--- src/rtl/core/clit_pkg.sv ---
// shared types and constants of the clamped linear interpolation table core
`default_nettype none

package clit_pkg;

    localparam int KEY_W     = 24;
    localparam int FOCAL_W   = 24;
    localparam int ROWS_W    = 7;
    localparam int ROW_IDX_W = 6;
    localparam int ROW_W     = KEY_W + FOCAL_W;
    localparam int PROD_W    = KEY_W + FOCAL_W;

    // long division, one quotient bit a step
    localparam int                DIV_CNT_W = 5;
    localparam logic [DIV_CNT_W-1:0] DIV_LAST = 5'd23;

    typedef logic [1:0] t_rd_sel;
    localparam t_rd_sel RD_ZERO = 2'd0;
    localparam t_rd_sel RD_LAST = 2'd1;
    localparam t_rd_sel RD_ONE  = 2'd2;
    localparam t_rd_sel RD_NEXT = 2'd3;

    typedef logic [1:0] t_out_sel;
    localparam t_out_sel OUT_FIXED  = 2'd0;
    localparam t_out_sel OUT_ROW    = 2'd1;
    localparam t_out_sel OUT_LO     = 2'd2;
    localparam t_out_sel OUT_INTERP = 2'd3;

    typedef struct packed {
        logic     wr;
        logic     capture;
        t_rd_sel  rd_sel;
        logic     save_lo;
        logic     setup;
        logic     mul;
        logic     div_step;
        logic     out_en;
        t_out_sel out_sel;
    } t_cmd;

    typedef struct packed {
        logic empty;
        logic zoom_le_row;
        logic zoom_ge_row;
        logic row_le_lo;
        logic div_last;
    } t_sts;

endpackage

`default_nettype wire

--- src/rtl/core/clamped_linear_interp_table_core.sv ---
// top level of the clamped linear interpolation table core
//
// channel   direction  handshake                      payload
// request   in         start high while busy low      i_req_type, i_row_index,
//                                                     i_zoom_value, i_row_focal_q
// result    out        o_focal_valid, one cycle       o_focal_q
// config    in         i_cfg_valid and o_cfg_ready    i_cfg_index, i_cfg_wdata
//
// a row write is taken while idle and busy never rises for it
// a query with no rows in use or clamped at the first row ends after the first-row check,
// one clamped at the last row after the last-row check; an interpolated query runs the
// one-row-a-cycle scan for the upper bracket, which reads 1 .. rows - 1 rows, and then
// the multiply and the bit-serial divider
// the result strobe rises in the same cycle that busy falls
// synchronous active-low reset clears rows_in_use to 0 and fixed focal to 50.0 mm;
// table contents are undefined until written
// the receiver cannot stall results; config is always ready
`default_nettype none

module clamped_linear_interp_table_core #(
    parameter int TABLE_DEPTH = 64
) (
    input  wire logic                             i_clk,
    input  wire logic                             i_rst_n,
    // request channel
    input  wire logic                             start,
    output logic                                  busy,
    input  wire logic                             i_req_type,
    input  wire logic [clit_pkg::ROW_IDX_W-1:0]   i_row_index,
    input  wire logic [clit_pkg::KEY_W-1:0]       i_zoom_value,
    input  wire logic [clit_pkg::FOCAL_W-1:0]     i_row_focal_q,
    // result channel
    output logic      [clit_pkg::FOCAL_W-1:0]     o_focal_q,
    output logic                                  o_focal_valid,
    // config write channel
    input  wire logic                             i_cfg_valid,
    output logic                                  o_cfg_ready,
    input  wire logic [1:0]                       i_cfg_index,
    input  wire logic [clit_pkg::FOCAL_W-1:0]     i_cfg_wdata
);

    import clit_pkg::*;

    // register indexes on the config channel
    localparam logic [1:0] CFG_ROWS_IN_USE = 2'd0;
    localparam logic [1:0] CFG_FIXED_FOCAL = 2'd1;

    // 50.0 mm in Q12.12
    localparam logic [FOCAL_W-1:0] FIXED_FOCAL_RESET = 24'd204800;

    logic [ROWS_W-1:0]  r_rows_in_use;
    logic [FOCAL_W-1:0] r_fixed_focal_q;
    logic               cfg_wr;
    t_cmd               cmd;
    t_sts               sts;

    // config registers, writes are to be issued only while the core is idle; the core does not enforce this
    assign o_cfg_ready = 1'b1;
    assign cfg_wr      = i_cfg_valid && o_cfg_ready;

    always_ff @(posedge i_clk) begin
        if (!i_rst_n) begin
            r_rows_in_use   <= '0;
            r_fixed_focal_q <= FIXED_FOCAL_RESET;
        end else if (cfg_wr) begin
            unique case (i_cfg_index)
                CFG_ROWS_IN_USE: r_rows_in_use   <= i_cfg_wdata[ROWS_W-1:0];
                CFG_FIXED_FOCAL: r_fixed_focal_q <= i_cfg_wdata;
                default: begin
                    // unknown index, write is dropped
                end
            endcase
        end
    end

    // sequencer: clamp checks, bracket scan, multiply, divide
    clit_ctrl u_ctrl (
        .i_clk      (i_clk),
        .i_rst_n    (i_rst_n),
        .i_start    (start),
        .i_req_type (i_req_type),
        .i_sts      (sts),
        .o_cmd      (cmd),
        .o_busy     (busy)
    );

    // row table, bracket registers and arithmetic
    clit_dp #(
        .TABLE_DEPTH (TABLE_DEPTH)
    ) u_dp (
        .i_clk           (i_clk),
        .i_rst_n         (i_rst_n),
        .i_cmd           (cmd),
        .o_sts           (sts),
        .i_row_index     (i_row_index),
        .i_zoom_value    (i_zoom_value),
        .i_row_focal_q   (i_row_focal_q),
        .i_rows_in_use   (r_rows_in_use),
        .i_fixed_focal_q (r_fixed_focal_q),
        .o_focal_q       (o_focal_q),
        .o_focal_valid   (o_focal_valid)
    );

    // a result only follows a busy cycle and never overlaps one
    a_valid_after_busy: assert property (@(posedge i_clk) disable iff (!i_rst_n)
        o_focal_valid |-> ($past(busy) && !busy))
        else $error("result strobe without a preceding query");

    // a row write neither blocks the core nor produces a result
    a_write_no_result: assert property (@(posedge i_clk) disable iff (!i_rst_n)
        (start && !busy && !i_req_type) |=> (!o_focal_valid && !busy))
        else $error("row write produced a result or stalled");

    // an accepted query always keeps the core busy in the next cycle
    a_query_busy: assert property (@(posedge i_clk) disable iff (!i_rst_n)
        (start && !busy && i_req_type) |=> busy)
        else $error("query accepted but core not busy");

endmodule

`default_nettype wire

--- src/rtl/core/clit_ram.sv ---
// generic single port ram with registered read
`default_nettype none

module clit_ram #(
    parameter int WIDTH = 48,
    parameter int DEPTH = 64
) (
    input  wire logic                     i_clk,
    input  wire logic                     i_we,
    input  wire logic [$clog2(DEPTH)-1:0] i_addr,
    input  wire logic [WIDTH-1:0]         i_wdata,
    output logic      [WIDTH-1:0]         o_rdata
);

    logic [WIDTH-1:0] r_mem [DEPTH];
    logic [WIDTH-1:0] r_rdata;

    always_ff @(posedge i_clk) begin
        if (i_we) begin
            r_mem[i_addr] <= i_wdata;
        end
        r_rdata <= r_mem[i_addr];
    end

    assign o_rdata = r_rdata;

endmodule

`default_nettype wire

--- src/rtl/core/clit_ctrl.sv ---
// controller state machine: sequences clamps, row scan, multiply and divide
`default_nettype none

module clit_ctrl (
    input  wire logic          i_clk,
    input  wire logic          i_rst_n,
    input  wire logic          i_start,
    input  wire logic          i_req_type,
    input  wire clit_pkg::t_sts i_sts,
    output clit_pkg::t_cmd     o_cmd,
    output logic               o_busy
);

    import clit_pkg::*;

    localparam logic [2:0] S_IDLE  = 3'd0;
    localparam logic [2:0] S_FIRST = 3'd1;
    localparam logic [2:0] S_LAST  = 3'd2;
    localparam logic [2:0] S_SCAN  = 3'd3;
    localparam logic [2:0] S_MUL   = 3'd4;
    localparam logic [2:0] S_DIV   = 3'd5;
    localparam logic [2:0] S_OUT   = 3'd6;

    logic [2:0] r_state;
    logic [2:0] n_state;

    always_comb begin
        n_state       = r_state;
        o_cmd         = '0;
        o_cmd.rd_sel  = RD_ZERO;
        o_cmd.out_sel = OUT_FIXED;
        unique case (r_state)
            S_IDLE: begin
                if (i_start) begin
                    if (i_req_type) begin
                        o_cmd.capture = 1'b1;
                        n_state       = S_FIRST;
                    end else begin
                        o_cmd.wr = 1'b1;
                    end
                end
            end
            S_FIRST: begin
                if (i_sts.empty) begin
                    o_cmd.out_en  = 1'b1;
                    o_cmd.out_sel = OUT_FIXED;
                    n_state       = S_IDLE;
                end else if (i_sts.zoom_le_row) begin
                    o_cmd.out_en  = 1'b1;
                    o_cmd.out_sel = OUT_ROW;
                    n_state       = S_IDLE;
                end else begin
                    o_cmd.save_lo = 1'b1;
                    o_cmd.rd_sel  = RD_LAST;
                    n_state       = S_LAST;
                end
            end
            S_LAST: begin
                if (i_sts.zoom_ge_row) begin
                    o_cmd.out_en  = 1'b1;
                    o_cmd.out_sel = OUT_ROW;
                    n_state       = S_IDLE;
                end else begin
                    o_cmd.rd_sel = RD_ONE;
                    n_state      = S_SCAN;
                end
            end
            S_SCAN: begin
                if (i_sts.zoom_le_row) begin
                    if (i_sts.row_le_lo) begin
                        o_cmd.out_en  = 1'b1;
                        o_cmd.out_sel = OUT_LO;
                        n_state       = S_IDLE;
                    end else begin
                        o_cmd.setup = 1'b1;
                        n_state     = S_MUL;
                    end
                end else begin
                    o_cmd.save_lo = 1'b1;
                    o_cmd.rd_sel  = RD_NEXT;
                end
            end
            S_MUL: begin
                o_cmd.mul = 1'b1;
                n_state   = S_DIV;
            end
            S_DIV: begin
                o_cmd.div_step = 1'b1;
                if (i_sts.div_last) begin
                    n_state = S_OUT;
                end
            end
            S_OUT: begin
                o_cmd.out_en  = 1'b1;
                o_cmd.out_sel = OUT_INTERP;
                n_state       = S_IDLE;
            end
            default: begin
                n_state = S_IDLE;
            end
        endcase
    end

    always_ff @(posedge i_clk) begin
        if (!i_rst_n) begin
            r_state <= S_IDLE;
        end else begin
            r_state <= n_state;
        end
    end

    assign o_busy = (r_state != S_IDLE);

endmodule

`default_nettype wire

--- src/rtl/core/clit_dp.sv ---
// datapath: row table, bracketing registers, multiplier and serial divider
`default_nettype none

module clit_dp #(
    parameter int TABLE_DEPTH = 64
) (
    input  wire logic                               i_clk,
    input  wire logic                               i_rst_n,
    input  wire clit_pkg::t_cmd                     i_cmd,
    output clit_pkg::t_sts                          o_sts,
    input  wire logic [clit_pkg::ROW_IDX_W-1:0]     i_row_index,
    input  wire logic [clit_pkg::KEY_W-1:0]         i_zoom_value,
    input  wire logic [clit_pkg::FOCAL_W-1:0]       i_row_focal_q,
    input  wire logic [clit_pkg::ROWS_W-1:0]        i_rows_in_use,
    input  wire logic [clit_pkg::FOCAL_W-1:0]       i_fixed_focal_q,
    output logic      [clit_pkg::FOCAL_W-1:0]       o_focal_q,
    output logic                                    o_focal_valid
);

    import clit_pkg::*;

    localparam int IDX_W  = $clog2(TABLE_DEPTH);
    localparam int CNT_W  = $clog2(TABLE_DEPTH + 1);
    localparam int WIDE_W = (CNT_W > ROWS_W) ? CNT_W : ROWS_W;

    // query registers
    logic [KEY_W-1:0]     r_zoom;
    logic                 r_empty;
    logic [IDX_W-1:0]     r_last;
    logic [IDX_W-1:0]     r_idx;
    logic [KEY_W-1:0]     r_lo_key;
    logic [FOCAL_W-1:0]   r_lo_focal;
    logic [KEY_W-1:0]     r_span;
    logic [KEY_W-1:0]     r_off;
    logic [FOCAL_W-1:0]   r_mag;
    logic                 r_neg;
    logic [KEY_W-1:0]     r_rem;
    logic [FOCAL_W-1:0]   r_dvd;
    logic [DIV_CNT_W-1:0] r_div_cnt;
    logic [FOCAL_W-1:0]   r_focal_q;
    logic                 r_focal_valid;

    logic [WIDE_W-1:0]    wide_rows;
    logic [WIDE_W-1:0]    wide_n;
    logic [WIDE_W-1:0]    wide_last;
    logic [WIDE_W-1:0]    wide_row_idx;
    logic                 wr_ok;
    logic [IDX_W-1:0]     ram_addr;
    logic [ROW_W-1:0]     ram_rdata;
    logic [KEY_W-1:0]     row_key;
    logic [FOCAL_W-1:0]   row_focal;
    logic [PROD_W-1:0]    prod;
    logic [KEY_W:0]       rem_sh;
    logic [KEY_W:0]       rem_diff;
    logic                 q_bit;
    logic [FOCAL_W-1:0]   interp;

    // row count saturates at the table depth
    assign wide_rows    = WIDE_W'(i_rows_in_use);
    assign wide_n       = (wide_rows > WIDE_W'(TABLE_DEPTH)) ? WIDE_W'(TABLE_DEPTH) : wide_rows;
    assign wide_last    = wide_n - WIDE_W'(1);
    assign wide_row_idx = WIDE_W'(i_row_index);
    assign wr_ok        = i_cmd.wr && (wide_row_idx < WIDE_W'(TABLE_DEPTH));

    always_comb begin
        case (i_cmd.rd_sel)
            RD_ZERO: ram_addr = '0;
            RD_LAST: ram_addr = r_last;
            RD_ONE:  ram_addr = IDX_W'(1);
            RD_NEXT: ram_addr = r_idx + IDX_W'(1);
            default: ram_addr = '0;
        endcase
        if (i_cmd.wr) begin
            ram_addr = wide_row_idx[IDX_W-1:0];
        end
    end

    clit_ram #(
        .WIDTH (ROW_W),
        .DEPTH (TABLE_DEPTH)
    ) u_rows (
        .i_clk   (i_clk),
        .i_we    (wr_ok),
        .i_addr  (ram_addr),
        .i_wdata ({i_zoom_value, i_row_focal_q}),
        .o_rdata (ram_rdata)
    );

    assign row_key   = ram_rdata[ROW_W-1:FOCAL_W];
    assign row_focal = ram_rdata[FOCAL_W-1:0];

    assign o_sts.empty       = r_empty;
    assign o_sts.zoom_le_row = (r_zoom <= row_key);
    assign o_sts.zoom_ge_row = (r_zoom >= row_key);
    assign o_sts.row_le_lo   = (row_key <= r_lo_key);
    assign o_sts.div_last    = (r_div_cnt == DIV_LAST);

    assign prod     = PROD_W'(r_off) * PROD_W'(r_mag);
    assign rem_sh   = {r_rem, r_dvd[FOCAL_W-1]};
    assign q_bit    = (rem_sh >= {1'b0, r_span});
    assign rem_diff = rem_sh - {1'b0, r_span};
    assign interp   = r_neg ? (r_lo_focal - r_dvd) : (r_lo_focal + r_dvd);

    always_ff @(posedge i_clk) begin
        if (i_cmd.capture) begin
            r_zoom  <= i_zoom_value;
            r_empty <= (wide_n == '0);
            r_last  <= wide_last[IDX_W-1:0];
        end
        if (i_cmd.rd_sel == RD_ONE) begin
            r_idx <= IDX_W'(1);
        end else if (i_cmd.rd_sel == RD_NEXT) begin
            r_idx <= r_idx + IDX_W'(1);
        end
        if (i_cmd.save_lo) begin
            r_lo_key   <= row_key;
            r_lo_focal <= row_focal;
        end
        if (i_cmd.setup) begin
            r_span <= row_key - r_lo_key;
            r_off  <= r_zoom - r_lo_key;
            r_neg  <= (row_focal < r_lo_focal);
            r_mag  <= (row_focal < r_lo_focal) ? (r_lo_focal - row_focal)
                                               : (row_focal - r_lo_focal);
        end
        // product high half is below the span, so the quotient fits 24 bits
        if (i_cmd.mul) begin
            r_rem <= prod[PROD_W-1:FOCAL_W];
            r_dvd <= prod[FOCAL_W-1:0];
        end else if (i_cmd.div_step) begin
            r_rem <= q_bit ? rem_diff[KEY_W-1:0] : rem_sh[KEY_W-1:0];
            r_dvd <= {r_dvd[FOCAL_W-2:0], q_bit};
        end
        if (i_cmd.out_en) begin
            case (i_cmd.out_sel)
                OUT_FIXED:  r_focal_q <= i_fixed_focal_q;
                OUT_ROW:    r_focal_q <= row_focal;
                OUT_LO:     r_focal_q <= r_lo_focal;
                OUT_INTERP: r_focal_q <= interp;
                default:    r_focal_q <= i_fixed_focal_q;
            endcase
        end
    end

    always_ff @(posedge i_clk) begin
        if (!i_rst_n) begin
            r_div_cnt     <= '0;
            r_focal_valid <= 1'b0;
        end else begin
            r_focal_valid <= i_cmd.out_en;
            if (i_cmd.mul) begin
                r_div_cnt <= '0;
            end else if (i_cmd.div_step) begin
                r_div_cnt <= r_div_cnt + DIV_CNT_W'(1);
            end
        end
    end

    assign o_focal_q     = r_focal_q;
    assign o_focal_valid = r_focal_valid;

endmodule

`default_nettype wire
--- config.mk ---
export PLATFORM = sky130hd
export DESIGN_NAME = clamped_linear_interp_table_core
export DESIGN_NICKNAME = d
export VERILOG_FILES = /design/src/rtl/core/clit_pkg.sv /design/src/rtl/core/clamped_linear_interp_table_core.sv /design/src/rtl/core/clit_ram.sv /design/src/rtl/core/clit_ctrl.sv /design/src/rtl/core/clit_dp.sv
export SDC_FILE = /design/constraint.sdc
export NUM_CORES = 2
export LEC_CHECK = 0
export BUFFER_PORTS_ARGS = -buffer_cell sky130_fd_sc_hd__buf_2
export CAP_MARGIN = 20
export CORE_UTILIZATION = 50
export DETAILED_ROUTE_END_ITERATION = 7
export PLACE_DENSITY = 0.71
export SYNTH_ARGS = -nofsm -noshare
export SYNTH_HDL_FRONTEND = slang
export SYNTH_SLANG_ARGS = --single-unit
--- constraint.sdc ---
create_clock -name i_clk -period 10 [get_ports i_clk]
set_input_delay 1 -clock i_clk [delete_from_list [all_inputs] [get_ports i_clk]]
set_output_delay 1 -clock i_clk [all_outputs]
set_load 0.02 [all_outputs]
### After elaboration in Yosys (flattened, before gate mapping)

Memory sizes are Yosys's and may differ from the RTL's. A register that Yosys moved wholly into a read port is not among the register bits.
Cells that the tools add are included.
Widths: inputs -> output; s select.

* register bits: 270
* memory bits (writable): 3072
* input port bits: 85
* output and inout bits: 27
* logic and storage cells: 111
* memories: 1

* add/sub/neg operators: 10
* multiply operators: 1
* order comparisons: 7
* equal/unequal tests: 18
* mux-type cells: 43
* bitwise gates (word level): 1
* reductions and logical operators: 12

Memories
* u_dp.u_rows.r_mem: depth 64, bits a word 48, rd ports 1, clocked after memory_dff 1, write ports 1, RTL line clit_ram.sv:15 `logic [WIDTH-1:0] r_mem [DEPTH];`

Operator list (count)
* $mux 24: 7
* $sub 24x24->24: 6
* $pmux 24 s4: 1
* $le 24x24->1: 2
* $mul 24x24->48: 1
* $mux 3: 12
* $ge 25x24->1: 1
* $add 24x24->24: 1
* $ge 24x24->1: 1
* $lt 24x24->1: 1
* $pmux 6 s4: 1
* $pmux 3 s6: 1
* $mux 2: 7
* $pmux 3 s4: 1
* $eq 3x3->1 const B: 3
* $mux 1: 9
* $eq 2x2->1 const B: 4
* $ne 2x2->1 const B: 4
* $gt 7x7->1 const B: 1
* $logic_not 7->1: 1
* $lt 6x7->1 const B: 1
* $mux 7: 1
* $add 6x1->6 const B: 1
* $eq 2x1->1 const B: 3
* other kinds (17): 21

### Logic depth before layout (Yosys ltp)

* depth in word-level cells: 7
* mapped depth: 30
* mapped depth without buffers: 28

### Hierarchy

Synthesis repeated with hierarchy kept, for this count alone.

* cell total of the unflattened synthesis: 10332
* area, all modules: 154765.9 sq um

Modules (own cells, without submodules)
* clit_ram: times used 1, cells an instance 6380, area each 117525.2 sq um
* clit_dp: times used 1, cells an instance 3779, area each 35657.9 sq um
* clamped_linear_interp_table_core: times used 1, cells an instance 131, area each 1243.7 sq um
* clit_ctrl: times used 1, cells an instance 42, area each 339.1 sq um

### Worst setup path after synthesis

OpenSTA, ideal clock, no wires.

* kind: register -> register
* start point: register u_dp.r_mag[3]
* end point: register u_dp.r_rem[23], data pin
* library setup time: 0.269 ns
* arrival time: 7.422 ns
* required time: 9.731 ns
* path slack: 2.309 ns
* cell stages (with the launch flop): 30
* cell sequence: edfxtp_1 > clkbuf_1 > nand2_1 > fa_1 > inv_1 > fa_1 > inv_1 > fa_1 > inv_1 > fa_1 > inv_1 > fa_1 > inv_1 > fa_1 > inv_1 > fa_1 > inv_1 > ha_1 > a21oi_1 > o21ai_0 > a2111oi_0 > a211oi_1 > o31ai_1 > o21ba_2 > a311o_1 > o211a_1 > o21bai_1 > a221oi_1 > xnor2_1 > o21ai_0

* longest elaborated chain between the ends: 2

Ends and longest elaborated chain
* start: declaration: RTL line clit_dp.sv:35 `logic [FOCAL_W-1:0] r_mag;`
* start signal: assignment: RTL line clit_dp.sv:123 `r_mag <= (row_focal < r_lo_focal) ? (r_lo_focal - row_focal)`
* $mul 24x24->48: RTL line clit_dp.sv:98 `assign prod = PROD_W'(r_off) * PROD_W'(r_mag);`
* $mux 24: RTL line clit_dp.sv:127 `if (i_cmd.mul) begin`
* end signal: assignment: RTL line clit_dp.sv:128 `r_rem <= prod[PROD_W-1:FOCAL_W];`
* end signal: assignment: RTL line clit_dp.sv:131 `r_rem <= q_bit ? rem_diff[KEY_W-1:0] : rem_sh[KEY_W-1:0];`
* end: declaration: RTL line clit_dp.sv:37 `logic [KEY_W-1:0] r_rem;`

No other way between the ends.
A chain may end at the register's enable or synchronous reset.

### Worst setup path after layout

* start point: register u_dp.r_mag[6]
* end point: register u_dp.r_rem[23], data pin

The elaborated chain is that of the path after synthesis.

==> results.sh <==
export IMPL_status="completed"
export IMPL_clockBufferDepth=4
export IMPL_met1Wirelength_microns=166000
export IMPL_stdcell_count=14100
export IMPL_synth_edf_count=3296
export IMPL_syn_inst=9734
export IMPL_finalNetCount=10800
export IMPL_cts_num_sinks=3390
export IMPL_clkTransAtPathRegs_ns=0.06
export IMPL_maxCapViolCount=0
export IMPL_cp_start_kind="flip-flop"
export IMPL_ys_flop_type="edfxtp_1"
export IMPL_power_uw=31300
export IMPL_top_layer="met5"
export IMPL_finalSetupViolCount=0
export IMPL_tightest_slew_ns=1.32
export IMPL_largest_register="u_dp.u_rows.r_mem"
export IMPL_cts_resized_gates=0
export IMPL_drc=0
export IMPL_grt_use_total_pct=31.1
export IMPL_end_kind="flip-flop"
export IMPL_critical_path_class="flip-flop to flip-flop"
export IMPL_die_area_sq_um=299000
export IMPL_slew_headroom_pct=11.9
export IMPL_dp_cells=13500
export IMPL_yosysMostFrequentCell="edfxtp_1"
export IMPL_p_leak_uw=0.0565
export IMPL_wl_microns=474000
export IMPL_synthTopCellsByArea="edfxtp_1 (67%), fa_1 (6.6%), a22oi_1 (5.1%)"
export IMPL_synthToLayoutAreaGrowth_pct=11.5
export IMPL_io_buffer_count=110
export IMPL_largest_reg_flops=3072
export IMPL_antenna_found_initial=41
export IMPL_ys_warnings_count=0
export IMPL_pin_count=112
export IMPL_synth_seq_area_share_pct=68.0
export IMPL_gp_congestion=0.915
export IMPL_synth_top_area_share_pct=66.7
export IMPL_holdBufCountCts=0
export IMPL_timing_fmax_mhz=110
export IMPL_synth_area_sq_um=148000
export IMPL_crit_required_ns=10.60
export IMPL_first_pass_iters=6
export IMPL_finalClockSkew_ns=0.0882
export IMPL_layout_drive_gt1_share_pct=9.23
export IMPL_initial_core_util_pct=50.4
export IMPL_synth_top_area_cell="edfxtp_1"
export IMPL_grt_max_degree=111
export IMPL_grt_pass1_wl_microns=663000
export IMPL_peakVddDrop_v=0.000186
export IMPL_drt_iter0_drc=13800
export IMPL_overflow=0
export IMPL_min_delay_start="i_cfg_wdata[16]"
export IMPL_r2r_start="u_dp.r_mag[6]$_DFFE_PP_"
export IMPL_r2r_slack_ns=0.95
export IMPL_synthArstFlopShare_pct=0
export IMPL_synth_avg_cell_area_sq_um=15.2
export IMPL_crit_arrival_ns=9.66
export IMPL_final_max_slew_viol_count=0
export IMPL_power_density_nw_per_um2=190
export IMPL_ys_types=79
export IMPL_clock_latency_ns=0.94
export IMPL_ant_nets=0
export IMPL_fin_crit_sh_pct=90.5
export IMPL_post_cts_buffers=0
export IMPL_die_h_microns=547
export IMPL_finalSetupTns_ns=0
export IMPL_cts_tree="built"
export IMPL_met3WireLength_microns=61700
export IMPL_fillers=22500
export IMPL_ys_ff_latch=3390
export IMPL_rr_worst_depth=27
export IMPL_first_global_vias=90300
export IMPL_wl_met2_microns=215000
export IMPL_fin_crit_ns=9.05
export IMPL_cts_root_buf="clkbuf_16"
export IMPL_core_sq_um=295000
export IMPL_regToRegEndpoint="u_dp.r_rem[23]$_DFFE_PN_"
export IMPL_synth_commonest_cells="edfxtp_1 (3,296), a22oi_1 (1,003), inv_1 (708)"
export IMPL_rows=199
export IMPL_vias=93500
export IMPL_avgViaCountPerCell=6.63
export IMPL_die_width_microns=547
export IMPL_avgRoutedWirePerCell_microns=33.6
export IMPL_cts_buffers=338
export IMPL_hold_path_depth=3
export IMPL_min_to="r_fixed_focal_q[16]$_SDFFE_PN1P_"
export IMPL_hpwl_microns=274000
export IMPL_hold_viol=0
export IMPL_cp_max_fo=24
export IMPL_synth_fp_nets=10700
export IMPL_hold_class="primary input to flip-flop"
export IMPL_holdWs_ns=0.310
export IMPL_cts_htree_levels=5
export IMPL_rsz0062_at_grt="false"
## placed cells by master, fill, tap and decap left out, types with 37 or more instances in the layout
cell and count:
a22o_1 384, clkbuf_1 80, ha_1 344, nor3_1 37, buf_2 110, nor2_1 154, nor2_4 73, buf_4 205
nand2_1 576, a41oi_1 157, dfxtp_1 94, inv_1 708, edfxtp_1 3296, nor2b_1 40, buf_12 42, nand3_1 40
o21ai_0 159, a41o_1 63, nand4_1 97, a21oi_1 257, xor2_1 55, and2_1 301, xnor2_1 122, a22oi_1 1003
clkinv_2 46, fa_1 488, or4_1 57, clkbuf_16 342, clkinv_1 72, a21o_1 85, a221oi_1 161
## layout make-up
cell class                 count  area [sq um]  area share (%)
timing repair buffer         363          3060            1.85
tap                         3919          4900            2.97
antenna                       22          55.1          0.0333
clock inverter               175          1570           0.952
sequential                  3390        101000            61.0
multi-input combinational   5091         43300            26.2
clock buffer                 430          8970            5.42
inverter                     709          2660            1.61
## report_power, final
| group | total (uW) | internal, uW | switching (uW) | leakage [uW] |
|---|---|---|---|---|
| combinational | 3110 | 949 | 2160 | 0.0209 |
| clock | 12300 | 6840 | 5410 | 0.00514 |
| sequential | 16000 | 15800 | 176 | 0.0304 |
| total | 31300 | 23600 | 7750 | 0.0565 |
## worst max-delay path: stages (launching register included)
cell and delay [ns]:
edfxtp_1 0.92, and2_1 0.26, fa_1 0.42, fa_1 0.53, inv_1 0.06, fa_1 0.49, inv_1 0.06, fa_1 0.50
inv_1 0.06, fa_1 0.56, inv_1 0.06, fa_1 0.48, inv_1 0.05, fa_1 0.48, inv_1 0.05, ha_1 0.35
a21oi_1 0.28, o21ai_0 0.23, a2111oi_0 0.67, a211oi_1 0.30, o31ai_1 0.54, o21ba_2 0.24, a311o_1 0.20, o211a_1 0.25
o21bai_1 0.14, a221oi_1 0.36, xnor2_1 0.15, o21ai_0 0.08
## how the worst max path moves through the flow
stage / from / end / slack, ns / cells past startpoint
final: u_dp.r_mag[6]$_DFFE_PP_ / u_dp.r_rem[23]$_DFFE_PN_ / 0.95 / 27
after global routing: u_dp.r_mag[6]$_DFFE_PP_ / u_dp.r_rem[23]$_DFFE_PN_ / 0.48 / 27
after CTS: u_dp.r_mag[6]$_DFFE_PP_ / u_dp.r_rem[23]$_DFFE_PN_ / 1.07 / 27
after detailed placement: u_dp.r_mag[6]$_DFFE_PP_ / u_dp.r_rem[23]$_DFFE_PN_ / 1.13 / 27
after global placement: u_dp.r_mag[6]$_DFFE_PP_ / u_dp.r_rem[23]$_DFFE_PN_ / 1.09 / 27
after floorplan: u_dp.r_mag[3]$_DFFE_PP_ / u_dp.r_rem[23]$_DFFE_PN_ / 2.31 / 29
## per-stage QoR
step	instance area, sq um	util, %	setup WS (ns)
after floorplan	148000	-	2.31
after global placement	154000	52.4	1.09
after detailed placement	154000	52.4	1.13
after CTS	165000	56.0	1.07
after global routing	165000	56.1	0.476
final	165000	56.1	0.946
## cell families (layout without fill, tap and decap cells)
group | Yosys count | in the layout | share of synthesized area (%)
buffers and inverters | 1253 | 1677 | 3.32
and+or+nand+nor | 1532 | 1532 | 5.15
muxes | 30 | 30 | 0.203
DFF | 3390 | 3390 | 68.0
AOI/OAI and AO/OA | 2519 | 2519 | 12.8
adders and majority gates | 832 | 832 | 9.49
xor gates and xnor gates | 177 | 177 | 1.04
other | 1 | 23 | 0.00253
## metal layers
layer | vias up | global-route usage (%)
met1 | 46900 | 40.0
met4 | 38 | 17.6
met3 | 1466 | 7.72
met2 | 7216 | 48.5
li1 | 37900 | -
met5 | - | 0
Power figures use the tool's default switching activity.
